<file path="src/hdl/a64eu_pkg.sv">
`timescale 1ns / 1ps
// shared types and codes for the a64 execute unit
// no dependencies; imported by front, queue, back and top level
package a64eu_pkg;

	// instruction classes on the input beat
	localparam logic [1:0] KIND_DPI = 2'd0;
	localparam logic [1:0] KIND_DPR = 2'd1;
	localparam logic [1:0] KIND_BR  = 2'd2;
	localparam logic [1:0] KIND_NOP = 2'd3;

	// encoding fields
	localparam logic [2:0] OPI_ARITH = 3'h2;
	localparam logic [2:0] OPI_WIDE  = 3'h5;
	localparam logic [5:0] BR_UNCOND = 6'h05;
	localparam logic [5:0] BR_REG    = 6'h35;
	localparam logic [5:0] BR_COND   = 6'h15;
	localparam logic [3:0] MUL_OPR   = 4'h8;
	localparam logic [4:0] ZERO_REG  = 5'h1f;

	// decoded operation codes
	localparam logic [3:0] OP_NOP   = 4'd0;
	localparam logic [3:0] OP_ADDI  = 4'd1;
	localparam logic [3:0] OP_MOVW  = 4'd2;
	localparam logic [3:0] OP_LOGR  = 4'd3;
	localparam logic [3:0] OP_ADDR  = 4'd4;
	localparam logic [3:0] OP_MUL   = 4'd5;
	localparam logic [3:0] OP_B     = 4'd6;
	localparam logic [3:0] OP_BR    = 4'd7;
	localparam logic [3:0] OP_BCOND = 4'd8;
	localparam logic [3:0] OP_FAULT = 4'd9;

	// decoded instruction handed from front to back
	typedef struct packed {
		logic [3:0]  op;
		logic [31:0] iw;
		logic [4:0]  ra0;
		logic [4:0]  ra1;
	} dec_t;

endpackage

</file>
<file path="src/hdl/a64eu_queue.sv">
`timescale 1ns / 1ps
// two-entry queue of decoded instructions between front and back
// depends on a64eu_pkg
module a64eu_queue import a64eu_pkg::*; (
	input  logic clk,
	input  logic arst_n,
	input  logic push,
	input  dec_t push_dec,
	input  logic pop,
	output logic full,
	output logic head_valid,
	output dec_t head
);

	dec_t       ent_q [2];
	logic       wptr_q;
	logic       rptr_q;
	logic [1:0] cnt_q;

	assign full       = (cnt_q == 2'd2);
	assign head_valid = (cnt_q != 2'd0);
	assign head       = ent_q[rptr_q];

	always_ff @(posedge clk) begin
		if (push) begin
			ent_q[wptr_q] <= push_dec;
		end
	end

	always_ff @(posedge clk or negedge arst_n) begin
		if (!arst_n) begin
			wptr_q <= 1'b0;
			rptr_q <= 1'b0;
			cnt_q  <= 2'd0;
		end else begin
			if (push) begin
				wptr_q <= ~wptr_q;
			end
			if (pop) begin
				rptr_q <= ~rptr_q;
			end
			if (push && !pop) begin
				cnt_q <= cnt_q + 2'd1;
			end else if (pop && !push) begin
				cnt_q <= cnt_q - 2'd1;
			end
		end
	end

endmodule

</file>
<file path="config.mk">
export PLATFORM = sky130hd
export DESIGN_NAME = a64eu_queue
export DESIGN_NICKNAME = d
export VERILOG_FILES = /design/src/hdl/a64eu_pkg.sv /design/src/hdl/a64eu_queue.sv
export SDC_FILE = /design/constraint.sdc
export NUM_CORES = 1
export LEC_CHECK = 0
export ABC_AREA = 1
export BUFFER_PORTS_ARGS = -buffer_cell sky130_fd_sc_hd__buf_2
export CAP_MARGIN = 20
export CORE_MARGIN = 5
export CORE_UTILIZATION = 36
export CTS_CLUSTER_DIAMETER = 100
export DETAILED_ROUTE_END_ITERATION = 8
export PLACE_DENSITY = 0.59
export SLEW_MARGIN = 20
export SYNTH_ARGS = -nofsm -noshare
export SYNTH_HDL_FRONTEND = slang
export SYNTH_SLANG_ARGS = --single-unit
</file>
<file path="constraint.sdc">
create_clock -name clk -period 2.75 [get_ports clk]
set_input_delay 0.1375 -clock clk [delete_from_list [all_inputs] [get_ports clk]]
set_output_delay 0.1375 -clock clk [all_outputs]
set_load 0.01 [all_outputs]
</file>
==> results.yml, run 1 <==
global_routing:
  grt_max_degree: 27
  overflow: 0
  first_global_vias: 2175
  grt_usage_pct: 11.1
  grt_pass1_wl_um: 10800
  antenna_found_initial: 0
setup_path:
  ff2ff_setup_slack_ns: 1.18
  cp-start-kind: "register"
  worstPathMaxFanout: 23
  arrival_ns: 1.66
  worstPathRequired_ns: 2.61
  end_kind: "output port"
  crit_type: "reg2out"
timing:
  tns_ns: 0
  fin_skew_ns: 0.00834
  worst_slew_pin_slew_ns: 0.662
  period_share_pct: 65.2
  max_freq_ghz: 0.558
  period_minus_slack_ns: 1.79
  grt_setup_unrepaired: "no"
  maxSlewHeadroom_pct: 55.8
  maxSlewViolCount: 0
  finalSetupViolCount: 0
  hold_viol_final: 0
finish:
  layout.nets: 375
  final_area_um2: 5050
  syn_to_final_growth_pct: 38.5
  fillCellCount: 828
  diodes: 0
  drive_gt1_share_pct: 50.5
  fin_cells: 462
power_and_ir_drop:
  p_total_mw: 4.63
  clkPwrFrac_pct: 24.0
  power_density_nw_per_um2: 915
  power_frac_comb_pct: 32.5
  intPower_mw: 3.32
  share_seq_of_total_power_pct: 43.6
  p_sw_share_pct: 28.3
  leakagePower_nw: 2.03
  vdd.ir_drop.worst_mv: 0.482
  switching_power_mw: 1.31
detailed_routing:
  ant_nets: 0
  vias: 1973
  drtPass1Iterations: 4
  first_iter_violations: 71
  drc: 0
  drt_wl_total_um: 6550
  routed_via_density: 4.27
  routedWlPerCell_um: 14.2
logic_synthesis:
  synth_xor_xnor_area_share_pct: 0.720
  synth_mux_area_share_pct: 17.3
  yosysUniqueCellTypes: 14
  synth_seq_cells: 96
  synth_cells: 168
  netlist_area_um2: 3650
  synth_top_family_by_area: "multiplexers"
  seq_area_frac_synth_pct: 78.4
  synthAdderAreaFrac_pct: 0.343
  synth_compound_gate_area_share_pct: 0
  yosys.area_share.simple_pct: 1.13
  syn_nets: 219
  avgSynthCellArea_um2: 21.7
  synth_warnings: 0
clock_tree:
  root_buffer: "clkbuf_8"
  path_clk_slew_ns: 0.09
  cts_resized: 0
  h-tree-depth: 3
  cts.sinks: 96
  cts_tree: "built"
  clock_latency_ns: 0.36
  cts_buffers: 9
  clockBufferDepth: 2
placement:
  portBuffers: 97
  place.gp.congestion: 0.684
  place_inst: 397
  dpl_cell_area_um2: 4320
  dp_hpwl_um: 4170
status:
  status: "complete, no violations"
die:
  core.rowCount: 36
  die_h_um: 111
  start_util_pct: 37.2
  dieArea_um2: 12300
  io_pins: 98
  die_w_um: 111
  coreArea_um2: 9820
worst_hold_path:
  hold_path_class: "in2async"
flow_run:
  drv_cap: 0
registers in the layout, indices dropped and copies added, names as in the netlist:
name    flops
rptr_q      1
cnt_q       2
wptr_q      1
ent_q      92
power groups by stage:
stage / clock network (mW) / registers, mW / logic (mW)
after floorplan: 0 / 2.04 / 1.01
after global placement: 0 / 2.04 / 1.49
after detailed placement: 0 / 2.05 / 1.49
after CTS: 1.14 / 2.02 / 1.55
after global routing: 1.21 / 2.04 / 1.63
final: 1.11 / 2.02 / 1.50
synth_stat cells:
cell / instances / share of area, %
edfxtp_1: 92 / 76
mux2_4: 30 / 12
mux2_2: 16 / 4.9
inv_1: 7 / 0.72
nand2_1: 6 / 0.62
buf_6: 4 / 1.2
dfrtp_1: 4 / 2.7
nor2_1: 2 / 0.21
xor2_1: 2 / 0.48
buf_2: 1 / 0.14
ha_1: 1 / 0.34
nand3_1: 1 / 0.14
nand4_1: 1 / 0.17
xnor2_1: 1 / 0.24
per-stage QoR:
stage	util (%)	setup WS [ns]	hold WS (ns)
2_1_floorplan	-	0.717	-0.158
3_3_place_gp	43.9	1.15	-0.0489
3_5_place_dp	43.9	1.14	-0.0472
4_1_cts	51.5	0.918	0.0888
5_1_grt	51.5	0.862	0.103
6_report	51.5	0.957	0.118
timing repair:
item / CTS / global route
hold buffers: 49 / 0
hold endpoints to repair: 98 / 0
buffers inserted: 0 / 0
cell type report:
cell class / count / area, um^2 / share of cell area [%]
clock buffer: 9 / 124 / 2.45
clock inverter: 7 / 125 / 2.48
inverter: 7 / 26.3 / 0.520
multi-input combinational: 60 / 718 / 14.2
sequential: 96 / 2860 / 56.7
tap: 133 / 166 / 3.29
timing repair buffer: 150 / 1030 / 20.4
per-layer routing:
layer	wire, um	track usage, %	vias up
met5	0	0	-
met4	70	3.45	0
met3	405	4.48	8
met2	3280	18.3	67
met1	2790	13.4	941
li1	-	-	957
path summary, 6_finish.rpt:
check,startpoint,endpoint,cells after the start
min in group clk,cnt_q[1],cnt_q[1],2
setup reg to reg,wptr_q,ent_q[0][4],2
hold / removal,arst_n,cnt_q[1],2
setup / recovery,rptr_q,head[40],3
max in group asynchronous,arst_n,rptr_q,2
hold reg to reg,cnt_q[1],cnt_q[1],2
critical path, stage by stage, from the launching register on:
cell,delay [ns]
dfrtp_2,0.36
buf_4,0.37
mux2_2,0.40
buf_2,0.15
cells in the final DEF, fill, tap and decap left out:
master and count:
buf_12 2, buf_2 97, buf_4 2, bufinv_16 3, clkbuf_8 9, clkinv_4 1, dfrtp_1 3, dfrtp_2 1
dlygate4sd3_1 49, edfxtp_1 92, ha_1 1, inv_1 6, inv_2 1, inv_6 3, mux2_2 16, mux2_4 30
nand2_1 6, nand3_1 1, nand4_1 1, nor2_1 1, nor2_4 1, xnor2_1 1, xor2_1 2
cell families (layout without fill, tap and decap cells):
kind of cell	count (synthesis)	in the layout
XOR/XNOR	3	3
AND/OR/NAND/NOR	10	10
multiplexers	46	46
adder cells (fa/ha/maj)	1	1
flip-flops	96	96
buffers and inverters	12	173
No activity file was read; power rests on OpenSTA's default activity.
==> inputs of run 2 (changes only) <==
==> constraint.sdc (replaced) <==
create_clock -name clk -period 1.5 [get_ports clk]
set_input_delay 0.075 -clock clk [delete_from_list [all_inputs] [get_ports clk]]
set_output_delay 0.075 -clock clk [all_outputs]
set_load 0.01 [all_outputs]
==> run 2 against run 1 <==
The run now ends with setup timing left. Critical endpoint is now head[15]. Final cell count grew 1.9%. Sequential share of layout area shrank 4.4 points. First-iteration DRC count shrank 25%. Sequential power up 84%. Final area increased by 8.5%. Count of clock-buffer cells in the layout is 1 higher. Worst hold slack worse by 0.051 ns. Routed wire length increased by 8.4%. Global-route usage rose by 0.74 points. Non-clock buffer count grew 10.
==> results.yml, run 2 (synthesis results as in run 1) <==
status:
  status: "complete, but fails checks"
  violations: "setup timing"
finish:
  drive_gt1_share_pct: 51.2
  layout_commonest_cell: "edfxtp_1"
  reg_top3: "ent_q (92), cnt_q (2)"
  layout.nets: 385
  syn_to_final_growth_pct: 50.2
  regMostFlops: "ent_q"
  fin_cells: 471
  final_area_um2: 5480
  largest_reg_flops: 92
  diodes: 0
  layout_common_cells: "edfxtp_1 (92), buf_2 (57), dlygate4sd3_1 (49)"
global_routing:
  overflow: 0
  grt_pass1_wl_um: 11200
  grt_usage_pct: 11.9
  antenna_found_initial: 0
  grt_max_degree: 35
  first_global_vias: 2244
die:
  die_w_um: 111
  start_util_pct: 37.2
  core.rowCount: 36
  coreArea_um2: 9820
  io_pins: 98
  die_h_um: 111
  dieArea_um2: 12300
power_and_ir_drop:
  share_seq_of_total_power_pct: 39.4
  clkPwrFrac_pct: 18.1
  vdd.ir_drop.worst_mv: 0.676
  power_frac_comb_pct: 42.5
  intPower_mw: 6.89
  p_total_mw: 9.45
  power_density_nw_per_um2: 1720
  p_sw_share_pct: 27.1
  switching_power_mw: 2.56
  leakagePower_nw: 2.21
setup_path:
  cp_slowest_stage_delay_ns: 0.43
  worstPathRequired_ns: 1.42
  crit_type: "reg2out"
  worstPathMaxFanout: 5
  path_cells: "buf_6 -> clkbuf_16 -> mux2_4 -> buf_6"
  cp_slowest_cell: "dfrtp_2"
  cp_top_family: "flip-flops"
  cp_common_cell: "buf_6"
  end_kind: "output port"
  critical_path_buf_inv_count: 3
  cp-start-kind: "register"
  arrival_ns: 1.51
timing:
  maxSlewViolCount: 0
  grt_setup_unrepaired: "yes"
  period_minus_slack_ns: 1.59
  maxSlewHeadroom_pct: 86.5
  fin_skew_ns: 0.00300
  worst_slew_pin_slew_ns: 0.203
  finalSetupViolCount: 46
  fin_ws_ns: -0.0893
  max_freq_ghz: 0.629
  hold_viol_final: 0
  period_share_pct: 106
detailed_routing:
  drc: 0
  routed_via_density: 4.32
  drtPass1Iterations: 4
  vias: 2035
  drt_wl_total_um: 7100
  ant_nets: 0
  first_iter_violations: 53
  routedWlPerCell_um: 15.1
flow_run:
  drv_cap: 0
clock_tree:
  clockBufferDepth: 2
  cts_buffers: 9
  cts_tree: "built"
  cts.sinks: 96
  root_buffer: "clkbuf_8"
  h-tree-depth: 3
  path_clk_slew_ns: 0.08
  clock_latency_ns: 0.35
placement:
  place.gp.congestion: 0.682
  dpl_cell_area_um2: 4370
  portBuffers: 97
  dp_hpwl_um: 4090
  place_inst: 399
worst_hold_path:
  hold_path_class: "in2async"
[run 2: cell count changes in the layout (fill, tap and decap cells not counted), moves of 2 or more]
cell      delta
buf_6       +42
buf_2       -40
mux2_2       -6
mux2_4       +6
buf_12       +3
buf_16       +3
inv_6        -3
clkinv_1     +2
[run 2: path summary, 6_finish.rpt]
check	from	slack [ns]	to	depth (start not counted)
worst max-delay path	rptr_q	-0.09	head[15]	4
min in group clk	pop	0.44	rptr_q	3
max in group asynchronous	arst_n	1.30	rptr_q	2
worst max register to register	wptr_q	0.34	ent_q[1][39]	3
worst min-delay path	arst_n	0.07	cnt_q[0]	2
worst min register to register	cnt_q[1]	0.49	cnt_q[1]	2
[run 2: power groups by stage]
stage / logic [mW] / registers [mW] / clock network (mW)
final: 4.02 / 3.72 / 1.71
after global routing: 4.27 / 3.77 / 1.89
after CTS: 3.94 / 3.72 / 1.79
after detailed placement: 2.81 / 3.79 / 0
after global placement: 2.80 / 3.76 / 0
after floorplan: 1.85 / 3.74 / 0
[run 2: routing by layer]
metal / global-route usage, % / share of wire, % / routed length, um / vias up
met5: 0 / 0 / 0 / -
met4: 6.16 / 2.3 / 160 / 0
met3: 3.44 / 5.3 / 375 / 13
met2: 21.6 / 53 / 3750 / 61
met1: 12.3 / 40 / 2810 / 985
li1: - / - / - / 976
[run 2: timing repair]
action / in CTS / in global routing
gates cloned: 3 / 1
hold endpoints to repair: 98 / 0
setup endpoints to repair: 46 / 46
hold buffers: 49 / 0
resized for setup: 44 / 7
buffers inserted: 5 / 0
[run 2: metrics by stage]
stage / hold slack (ns) / setup TNS (ns) / util (%) / setup slack [ns]
2_1_floorplan: -0.221 / -2.42 / - / -0.0325
3_3_place_gp: -0.115 / 0 / 44.5 / 0.305
3_5_place_dp: -0.114 / 0 / 44.5 / 0.286
4_1_cts: 0.0166 / -4.42 / 55.3 / -0.111
5_1_grt: 0.0461 / -6.04 / 55.8 / -0.149
6_report: 0.0668 / -3.28 / 55.8 / -0.0893
[run 2: layout make-up]
cell class,count,area [um^2]
Timing Repair Buffer,160,1480
Inverter,7,30.0
Clock buffer,10,128
Tap cell,133,166
Fill cell,812,4340
Clock inverter,5,72.6
Multi-Input combinational cell,60,743
Sequential cell,96,2860
