==> config.mk <==
export PLATFORM = sky130hd
export DESIGN_NAME = a64eu_front
export DESIGN_NICKNAME = d
export VERILOG_FILES = /design/src/hdl/a64eu_pkg.sv /design/src/hdl/a64eu_front.sv
export SDC_FILE = /design/constraint.sdc
export NUM_CORES = 1
export LEC_CHECK = 0
export BUFFER_PORTS_ARGS = -buffer_cell sky130_fd_sc_hd__buf_2
export CAP_MARGIN = 20
export CORE_UTILIZATION = 30
export DETAILED_ROUTE_END_ITERATION = 7
export GPL_ROUTABILITY_DRIVEN = 0
export PLACE_DENSITY = 0.84
export SLEW_MARGIN = 20
export SYNTH_ARGS = -nofsm -noshare
export SYNTH_HDL_FRONTEND = slang
export SYNTH_SLANG_ARGS = --single-unit
==> constraint.sdc <==
create_clock -name vclk -period 1.1
set_input_delay 0.055 -clock vclk [all_inputs]
set_output_delay 0.055 -clock vclk [all_outputs]
set_load 0.005 [all_outputs]
==> src/hdl/a64eu_pkg.sv <==
`timescale 1ns / 1ps
// shared types and codes for the a64 execute unit
// no dependencies; imported by front, queue, back and top level
package a64eu_pkg;

	// instruction classes on the input beat
	localparam logic [1:0] KIND_DPI = 2'd0;
	localparam logic [1:0] KIND_DPR = 2'd1;
	localparam logic [1:0] KIND_BR  = 2'd2;
	localparam logic [1:0] KIND_NOP = 2'd3;

	// encoding fields
	localparam logic [2:0] OPI_ARITH = 3'h2;
	localparam logic [2:0] OPI_WIDE  = 3'h5;
	localparam logic [5:0] BR_UNCOND = 6'h05;
	localparam logic [5:0] BR_REG    = 6'h35;
	localparam logic [5:0] BR_COND   = 6'h15;
	localparam logic [3:0] MUL_OPR   = 4'h8;
	localparam logic [4:0] ZERO_REG  = 5'h1f;

	// decoded operation codes
	localparam logic [3:0] OP_NOP   = 4'd0;
	localparam logic [3:0] OP_ADDI  = 4'd1;
	localparam logic [3:0] OP_MOVW  = 4'd2;
	localparam logic [3:0] OP_LOGR  = 4'd3;
	localparam logic [3:0] OP_ADDR  = 4'd4;
	localparam logic [3:0] OP_MUL   = 4'd5;
	localparam logic [3:0] OP_B     = 4'd6;
	localparam logic [3:0] OP_BR    = 4'd7;
	localparam logic [3:0] OP_BCOND = 4'd8;
	localparam logic [3:0] OP_FAULT = 4'd9;

	// decoded instruction handed from front to back
	typedef struct packed {
		logic [3:0]  op;
		logic [31:0] iw;
		logic [4:0]  ra0;
		logic [4:0]  ra1;
	} dec_t;

endpackage

==> src/hdl/a64eu_front.sv <==
`timescale 1ns / 1ps
// front end: input handshake and instruction classification
// depends on a64eu_pkg
module a64eu_front import a64eu_pkg::*; (
	input  logic        valid,
	input  logic [1:0]  kind,
	input  logic [31:0] instruction_word,
	input  logic        q_full,
	output logic        stall,
	output logic        push,
	output dec_t        dec
);

	logic [31:0] iw;
	logic        sf;
	logic [1:0]  opc;

	assign iw    = instruction_word;
	assign sf    = iw[31];
	assign opc   = iw[30:29];
	assign stall = q_full;
	assign push  = valid && !q_full;

	always_comb begin
		dec.iw  = iw;
		dec.ra1 = iw[20:16];
		dec.ra0 = iw[9:5];
		dec.op  = OP_FAULT;
		unique case (kind)
			KIND_DPI: begin
				if (iw[25:23] == OPI_ARITH) begin
					dec.op = OP_ADDI;
				end else if (iw[25:23] == OPI_WIDE) begin
					// movk reads its own destination
					dec.ra0 = iw[4:0];
					if (!(opc == 2'b01 || (!sf && iw[22]))) begin
						dec.op = OP_MOVW;
					end
				end
			end
			KIND_DPR: begin
				if (!iw[28]) begin
					if (!((!sf && iw[15]) || (iw[24] && iw[21]) ||
						(iw[24] && iw[23:22] == 2'b11))) begin
						dec.op = iw[24] ? OP_ADDR : OP_LOGR;
					end
				end else if (iw[24:21] == MUL_OPR) begin
					dec.op = OP_MUL;
				end
			end
			KIND_BR: begin
				if (iw[31:26] == BR_UNCOND) begin
					dec.op = OP_B;
				end else if (iw[31:26] == BR_REG) begin
					dec.op = OP_BR;
				end else if (iw[31:26] == BR_COND) begin
					dec.op = OP_BCOND;
				end
			end
			default: begin
				dec.op = OP_NOP;
			end
		endcase
	end

endmodule

==> results of run 1 <==
[per-stage QoR]
stage               setup WS (ns)  total power [W]   util  hold slack (ns)  cell area [sq um]
floorplan                 -0.0241         0.000201      -            0.140                624
global placement           -0.146         0.000246  0.364            0.110                713
detailed placement         -0.158         0.000252  0.364            0.110                713
CTS                        -0.140         0.000280  0.397            0.110                779
global route               -0.156         0.000351  0.446            0.110                875
finish                     -0.139         0.000321  0.446            0.110                875
[worst paths after layout]
| check | start | endpoint | slack (ns) | cells past startpoint |
|---|---|---|---|---|
| setup / recovery | kind[0] | dec[8] | -0.14 | 4 |
| hold / removal | instruction_word[17] | dec[1] | 0.11 | 0 |
[what timing repair did]
item,CTS,global route
resized for setup,12,21
buffers inserted,1,1
pin swaps,5,9
setup endpoints to repair,9,9
[power groups by stage]
stage               registers (W)  clock network (W)  logic (W)
floorplan                       0                  0   0.000201
global placement                0                  0   0.000246
detailed placement              0                  0   0.000252
CTS                             0                  0   0.000280
global route                    0                  0   0.000351
finish                          0                  0   0.000321
[cells in the mapped netlist]
cell type,n,area (sq um)
a2111o_1,1,11.3
a21o_1,1,7.51
a21oi_1,2,10.0
a221o_1,1,10.0
a221oi_1,1,8.76
a2bb2oi_1,1,8.76
a31o_2,1,8.76
buf_4,38,285
buf_6,2,22.5
clkbuf_1,1,3.75
inv_1,3,11.3
mux2_4,5,75.1
mux2i_1,2,20.0
nand2_1,4,15.0
nand3_1,2,10.0
nand3b_1,1,7.51
nor2_1,2,7.51
nor2b_1,4,25.0
nor3_1,1,5.00
nor4bb_1,1,10.0
o21a_1,1,7.51
o21ai_0,2,10.0
o22ai_1,1,6.26
o31ai_1,1,7.51
or2_2,1,6.26
or4_4,1,11.3
xnor2_1,1,8.76
[cell usage in the layout, fill, tap and decap left out, drive strengths merged, types with 2 or more instances in the layout]
master / Yosys / final
a21oi: 2 / 2
buf: 40 / 71
inv: 3 / 3
mux2: 5 / 5
mux2i: 2 / 2
nand2: 4 / 4
nand3: 2 / 2
nor2: 2 / 2
nor2b: 4 / 4
o21ai: 2 / 2
[area by class of cell]
class | count | area, sq um | share of cell area
Timing Repair Buffer | 71 | 452 | 0.516
Multi-Input combinational cell | 38 | 378 | 0.432
Tap cell | 27 | 33.8 | 0.0386
Inverter | 3 | 11.3 | 0.0129
[metal layers]
metal | track usage | share of wire
met1 | 0.103 | 0.33
met2 | 0.268 | 0.54
met3 | 0.0189 | 0.12
met4 | 0.0343 | 0.0096
met5 | 0 | 0
[cell families after synthesis]
group / Yosys count
buf+inv: 44
simple gates: 17
compound gates: 13
mux: 7
xor+xnor: 1
==> impl_metrics.toml, run 1 <==
[logic_synthesis]
yosysWarningCount = 0
synth_fa_ha_area_frac = 0
synth_top_family_by_area = "buffers and inverters"
synth_compound_area_frac = 0.155
synthesis.area_sq_um = 621
synthCells = 82
synth_xor_area_frac = 0.0141
synth_mux_area_frac = 0.153
seq_area_frac_synth = 0
synthDistinctLibCells = 27
avgSynthCellArea_sq_um = 7.57
synth_simple_gate_area_frac = 0.157
syn_nets = 118

[setup_path]
crit_buf_inv = 2
crit_required_ns = 1.04
end_kind = "output pin"
worstPathArrival_ns = 1.18
slowest_stage = "or4_4"
worst_path_most_repeated_cell = "buf_6"
critPathLaunchType = "input port"
cp_max_fo = 5
cp_top_family = "simple AND/OR/NAND/NOR gates"
cp_slowest_stage_delay_ns = 0.59
path_class = "input port to output pin"
crit_chain = "buf_6 > or4_4 > mux2_4 > buf_6"

[global_routing]
first_global_vias = 530
antenna_found_initial = 0
grt_first_pass_wirelength_mm = 1.97
grt-ovfl-total = 0
grt_max_degree = 11
grt_usage = 0.120

[detailed_routing]
antenna_left = 0
vias = 659
wl_mm = 1.66
drtPass1Iterations = 1
via_per_inst = 4.74
avgRoutedWirePerCell_um = 11.9
drt_drc_violations_left = 0
dr.first_iter.drc_count = 0

[floorplanning]
die_y_um = 47.5
io_pins = 84
die_w_um = 47.5
rows = 16
dieArea_sq_um = 2250
core-area_sq_um = 1960
initial_utilization = 0.316

[power_and_ir_drop]
pwr-share-clk = 0
switching_share = 0.408
p_seq_frac = 0
p_int_w = 0.000190
pwr-share-comb = 1.000
leakage_nw = 0.479
peakVddDrop_mv = 0.127
powerDensity_nw_per_um2 = 367
p_sw_w = 0.000131

[finish]
nFillCells = 196
drive_gt1_frac = 0.821
nNetsFinal = 150
syn2layout_area_growth_pct = 40.9
diodes = 0
seqCellArea_sq_um = 0
stdcell_count = 139
seq_cells = 0
nClkBuffers = 0

[timing]
drv_slew = 0
tightest_slew_ns = 0.216
max_freq_ghz = 0.807
setup_viol_count_final = 6
finalSetupTns_ns = -0.716
fin_crit_sh = 1.13
slew_headroom = 0.856
setup_ws_ns = -0.139
rsz0062_at_grt = "yes"
post-route-min-period_ns = 1.24
hold_violations = 0

[placed_design]
dp_hpwl_mm = 1.31
portBuffers = 59
placedCellCount = 137

[outcome]
violations = "setup timing"
status = "complete, but fails checks"

[min_path]
worstHoldPathType = "input port to output pin"

[clock_network]
ctsHoldBuffers = 0

[job]
maxCapViolations = 0
No activity file was read; power rests on OpenSTA's default activity.
==> run 2: changes to the inputs <==
--- a/config.mk
+++ b/config.mk
@@ -7,6 +7,7 @@
 export LEC_CHECK = 0
 export BUFFER_PORTS_ARGS = -buffer_cell sky130_fd_sc_hd__buf_2
 export CAP_MARGIN = 20
+export CORE_MARGIN = 5
 export CORE_UTILIZATION = 30
 export DETAILED_ROUTE_END_ITERATION = 7
 export GPL_ROUTABILITY_DRIVEN = 0
==> run 2 against run 1 <==
Compared with the run above: combinational power down 5%; total power down 5.2%; core utilization down 2.6 points; non-clock buffer count down 2; largest cell class unchanged; critical path depth unchanged; first-iteration DRC count up 15; the flow still finishes with violations (setup timing); fmax up 0.17%; critical endpoint is now dec[5]; via count up 1.8%; highest routed layer unchanged; flip-flop and latch count unchanged; worst setup slack better by 0.0022 ns; die area up 37%.
==> impl_metrics.toml, run 2 (synthesis gave the netlist of run 1 again) <==
[setup_path]
critPathLaunchType = "input port"
slowest_stage = "or4_4"
crit_start = "kind[0]"
worstPathArrival_ns = 1.18
path_class = "input port to output pin"
worst_path_most_repeated_cell = "buf_6"
end_kind = "output pin"
cp-endpoint = "dec[5]"
cp_slowest_stage_delay_ns = 0.59
crit_chain = "buf_6 > or4_4 > mux2_4 > buf_6"
cp_max_fo = 5
worstSetupPathDepth = 4
crit_buf_inv = 2
cp_top_family = "simple AND/OR/NAND/NOR gates"
crit_required_ns = 1.04

[timing]
rsz0062_at_grt = "yes"
fin_crit_sh = 1.12
max_freq_ghz = 0.809
slew_headroom = 0.815
setup_viol_count_final = 6
hold_violations = 0
setup_ws_ns = -0.137
tightest_slew_ns = 0.276
post-route-min-period_ns = 1.24
finalSetupTns_ns = -0.768
drv_slew = 0

[detailed_routing]
drt_drc_violations_left = 0
antenna_left = 0
avgRoutedWirePerCell_um = 14.2
vias = 671
drtPass1Iterations = 4
via_per_inst = 4.90
dr.first_iter.drc_count = 15
wl_mm = 1.95

[finish]
seq_cells = 0
final_cell_mix = "buf_2 (48), buf_4 (11), buf_6 (10)"
nClkBuffers = 0
diodes = 0
final_common_cell = "buf_2"
drive_gt1_frac = 0.791
stdcell_count = 137
seqCellArea_sq_um = 0
nNetsFinal = 148
syn2layout_area_growth_pct = 32.9

[placed_design]
dp_hpwl_mm = 1.51
pre_cts_slack_ns = -0.155
placedCellCount = 134
portBuffers = 59

[global_routing]
grt_first_pass_wirelength_mm = 2.99
grt_usage = 0.111
grt-ovfl-total = 0
antenna_found_initial = 0
first_global_vias = 687
grt_max_degree = 11

[power_and_ir_drop]
powerDensity_nw_per_um2 = 369
leakage_nw = 0.454
power_w = 0.000305
peakVddDrop_mv = 0.144

[floorplanning]
io_pins = 84
die_w_um = 55.5
dieArea_sq_um = 3080
die_y_um = 55.5
rows = 16
core-area_sq_um = 1960
initial_utilization = 0.316

[outcome]
violations = "setup timing"
status = "complete, but fails checks"

[clock_network]
ctsHoldBuffers = 0

[job]
maxCapViolations = 0

[min_path]
worstHoldPathType = "input port to output pin"
-- run 2: cell count changes in the layout (fill, tap and decap cells not counted), sizes merged --
| cell | delta |
|---|---|
| buf | -2 |
-- run 2: where the power goes --
part           switching (W)  internal (W)  total [W]
combinational       0.000129      0.000176   0.000305
sequential                 0             0          0
clock                      0             0          0
-- run 2: metrics by stage --
stage	hold slack, ns	util	cell area (sq um)
after floorplan	0.140	-	624
after global placement	0.110	0.352	691
after detailed placement	0.110	0.352	691
after CTS	0.110	0.401	787
after global routing	0.110	0.420	825
final	0.110	0.420	825
-- run 2: cell type report --
cell class	instances	area, sq um
multi-input cells	38	344
repair buffers	69	435
inverters	3	11.3
well taps	27	33.8
fillers	205	1140
-- run 2: repair_timing --
item                                    4_1_cts  5_1_grt
endpoints found under the setup margin        8        9
buffers inserted                              2        1
resized for setup                            18        7
pin swaps                                     5        4
-- run 2: worst min-delay path by stage --
stage	startpoint	end	slack, ns	cells after the start
final	instruction_word[13]	dec[23]	0.11	0
after detailed placement	instruction_word[12]	dec[22]	0.11	0
after floorplan	q_full	push	0.14	1
after global placement	instruction_word[12]	dec[22]	0.11	0
after CTS	instruction_word[12]	dec[22]	0.11	0
after global routing	instruction_word[13]	dec[23]	0.11	0
-- run 2: routing by layer --
metal	global-route usage	share of wire	up-vias
met5	0	0	-
met3	0.0536	0.16	10
met4	0.0521	0.025	0
met2	0.201	0.46	58
met1	0.104	0.35	301
li1	-	-	302
==> run 3: changes to the inputs <==
--- a/config.mk
+++ b/config.mk
@@ -8,10 +8,10 @@
 export BUFFER_PORTS_ARGS = -buffer_cell sky130_fd_sc_hd__buf_2
 export CAP_MARGIN = 20
 export CORE_MARGIN = 5
-export CORE_UTILIZATION = 30
+export CORE_UTILIZATION = 35
 export DETAILED_ROUTE_END_ITERATION = 7
 export GPL_ROUTABILITY_DRIVEN = 0
-export PLACE_DENSITY = 0.84
+export PLACE_DENSITY = 0.93
 export SLEW_MARGIN = 20
 export SYNTH_ARGS = -nofsm -noshare
 export SYNTH_HDL_FRONTEND = slang
==> constraint.sdc (replaced) <==
create_clock -name vclk -period 1.48
set_input_delay 0.074 -clock vclk [all_inputs]
set_output_delay 0.074 -clock vclk [all_outputs]
set_load 0.005 [all_outputs]
==> run 3 against run 2 <==
Compared with the run above: the run now ends clean; final area is 21% lower; worst setup slack better by 0.27 ns; cell count shrank 8.0%; non-clock buffer count fell by 9; flip-flop and latch count unchanged; worst hold slack better by 0.038 ns; total power is 43% lower; via count is 10% lower; critical path depth unchanged; critical endpoint is now dec[8]; largest cell class is now multi-input gates; largest power group unchanged; highest routed layer unchanged.
==> impl_metrics.toml, run 3 (synthesis gave the netlist of run 1 again) <==
[outcome]
status = "finished, final reports clean"

[floorplanning]
dieArea_sq_um = 2720
core-area_sq_um = 1710
rows = 15
die_w_um = 52.1
die_y_um = 52.1
initial_utilization = 0.363
io_pins = 84

[detailed_routing]
antenna_left = 0
avgRoutedWirePerCell_um = 13.2
dr.first_iter.drc_count = 1
wl_mm = 1.66
via_per_inst = 4.77
drtPass1Iterations = 2
vias = 601
drt_drc_violations_left = 0

[timing]
rsz0062_at_grt = "no"
drv_slew = 0
fin_crit_sh = 0.908
finalSetupTns_ns = 0
hold_violations = 0
setup_viol_count_final = 0
tightest_slew_ns = 0.345
slew_headroom = 0.767
post-route-min-period_ns = 1.34
max_freq_ghz = 0.744
setup_ws_ns = 0.136

[finish]
diodes = 0
seqCellArea_sq_um = 0
multiInputGateArea_sq_um = 304
nNetsFinal = 139
seq_cells = 0
syn2layout_area_growth_pct = 4.64
final_util = 0.380
nClkBuffers = 0
nFillCells = 196
stdcell_area_sq_um = 649
final_cell_mix = "buf_2 (59), mux2_4 (5), nand2_1 (4), nor2b_1 (4), inv_1 (3)"
final_common_cell = "buf_2"
drive_gt1_frac = 0.683

[global_routing]
grt_max_degree = 12
antenna_found_initial = 0
grt_usage = 0.113
first_global_vias = 556
grt_use_met2 = 0.213
grt_first_pass_wirelength_mm = 2.43
top_usage_layer = "met2"
grt_use_met1 = 0.112
grt-ovfl-total = 0
met3_usage = 0.0401

[placed_design]
dpl_cell_area_sq_um = 643
portBuffers = 59
pre_cts_slack_ns = 0.133
dp_hpwl_mm = 1.51

[setup_path]
end_kind = "output pin"
critPathLaunchType = "input port"
cp_max_fo = 8
worstPathArrival_ns = 1.27
path_class = "input port to output pin"
crit_chain = "buf_2 > or4_4 > mux2_4 > buf_2"
cp_slowest_stage_delay_ns = 0.61
worst_path_most_repeated_cell = "buf_2"
slowest_stage = "or4_4"
crit_required_ns = 1.41

[power_and_ir_drop]
powerDensity_nw_per_um2 = 267
peakVddDrop_mv = 0.0787
power_w = 0.000173
leakage_nw = 0.378

[job]
maxCapViolations = 0

[min_path]
worstHoldPathType = "input port to output pin"
-- run 3: changes by cell type in the layout (fill, tap and decap cells not counted), moves of 2 or more --
cell     before  now
buf_4        11    1
o21ai_0       0    2
buf_6        10    0
o21ai_2       2    0
nand2_1       2    4
buf_2        48   59
nand2_2       2    0
-- run 3: timing repair --
item | 4_1_cts | 5_1_grt
buffers inserted | 0 | 0
resized for setup | 0 | 1
hold buffers | 0 | 0
setup endpoints to repair | 0 | 1
-- run 3: critical path, delay by kind of cell --
| kind | cells | cell delay [ns] |
|---|---|---|
| buffers and inverters | 2 | 0.28 |
| AND/OR/NAND/NOR | 1 | 0.61 |
| multiplexers | 1 | 0.32 |
-- run 3: layout make-up --
class / instances / area share
Inverter: 3 / 0.0173
Tap cell: 25 / 0.0482
Multi-Input combinational cell: 38 / 0.468
Timing Repair Buffer: 60 / 0.466
-- run 3: path summary, 6_finish.rpt --
| path | from | to | slack [ns] | cells past startpoint |
|---|---|---|---|---|
| setup / recovery | kind[0] | dec[8] | 0.14 | 4 |
| hold / removal | instruction_word[17] | dec[1] | 0.15 | 0 |
-- run 3: routing by layer --
metal,routed length (um),vias to the layer above
met4,43,0
met2,751,54
met3,331,6
met5,0,-
met1,533,256
li1,-,285
-- run 3: report_power, final --
group | internal (W) | switching [W]
combinational | 0.0000942 | 0.0000791
clock | 0 | 0
sequential | 0 | 0
total | 0.0000942 | 0.0000791
-- run 3: metrics by stage --
| step | cells | hold slack [ns] |
|---|---|---|
| final | 126 | 0.148 |
| after global routing | 126 | 0.148 |
| after CTS | 126 | 0.148 |
| after detailed placement | 126 | 0.148 |
| after global placement | 126 | 0.148 |
| after floorplan | 82 | 0.178 |
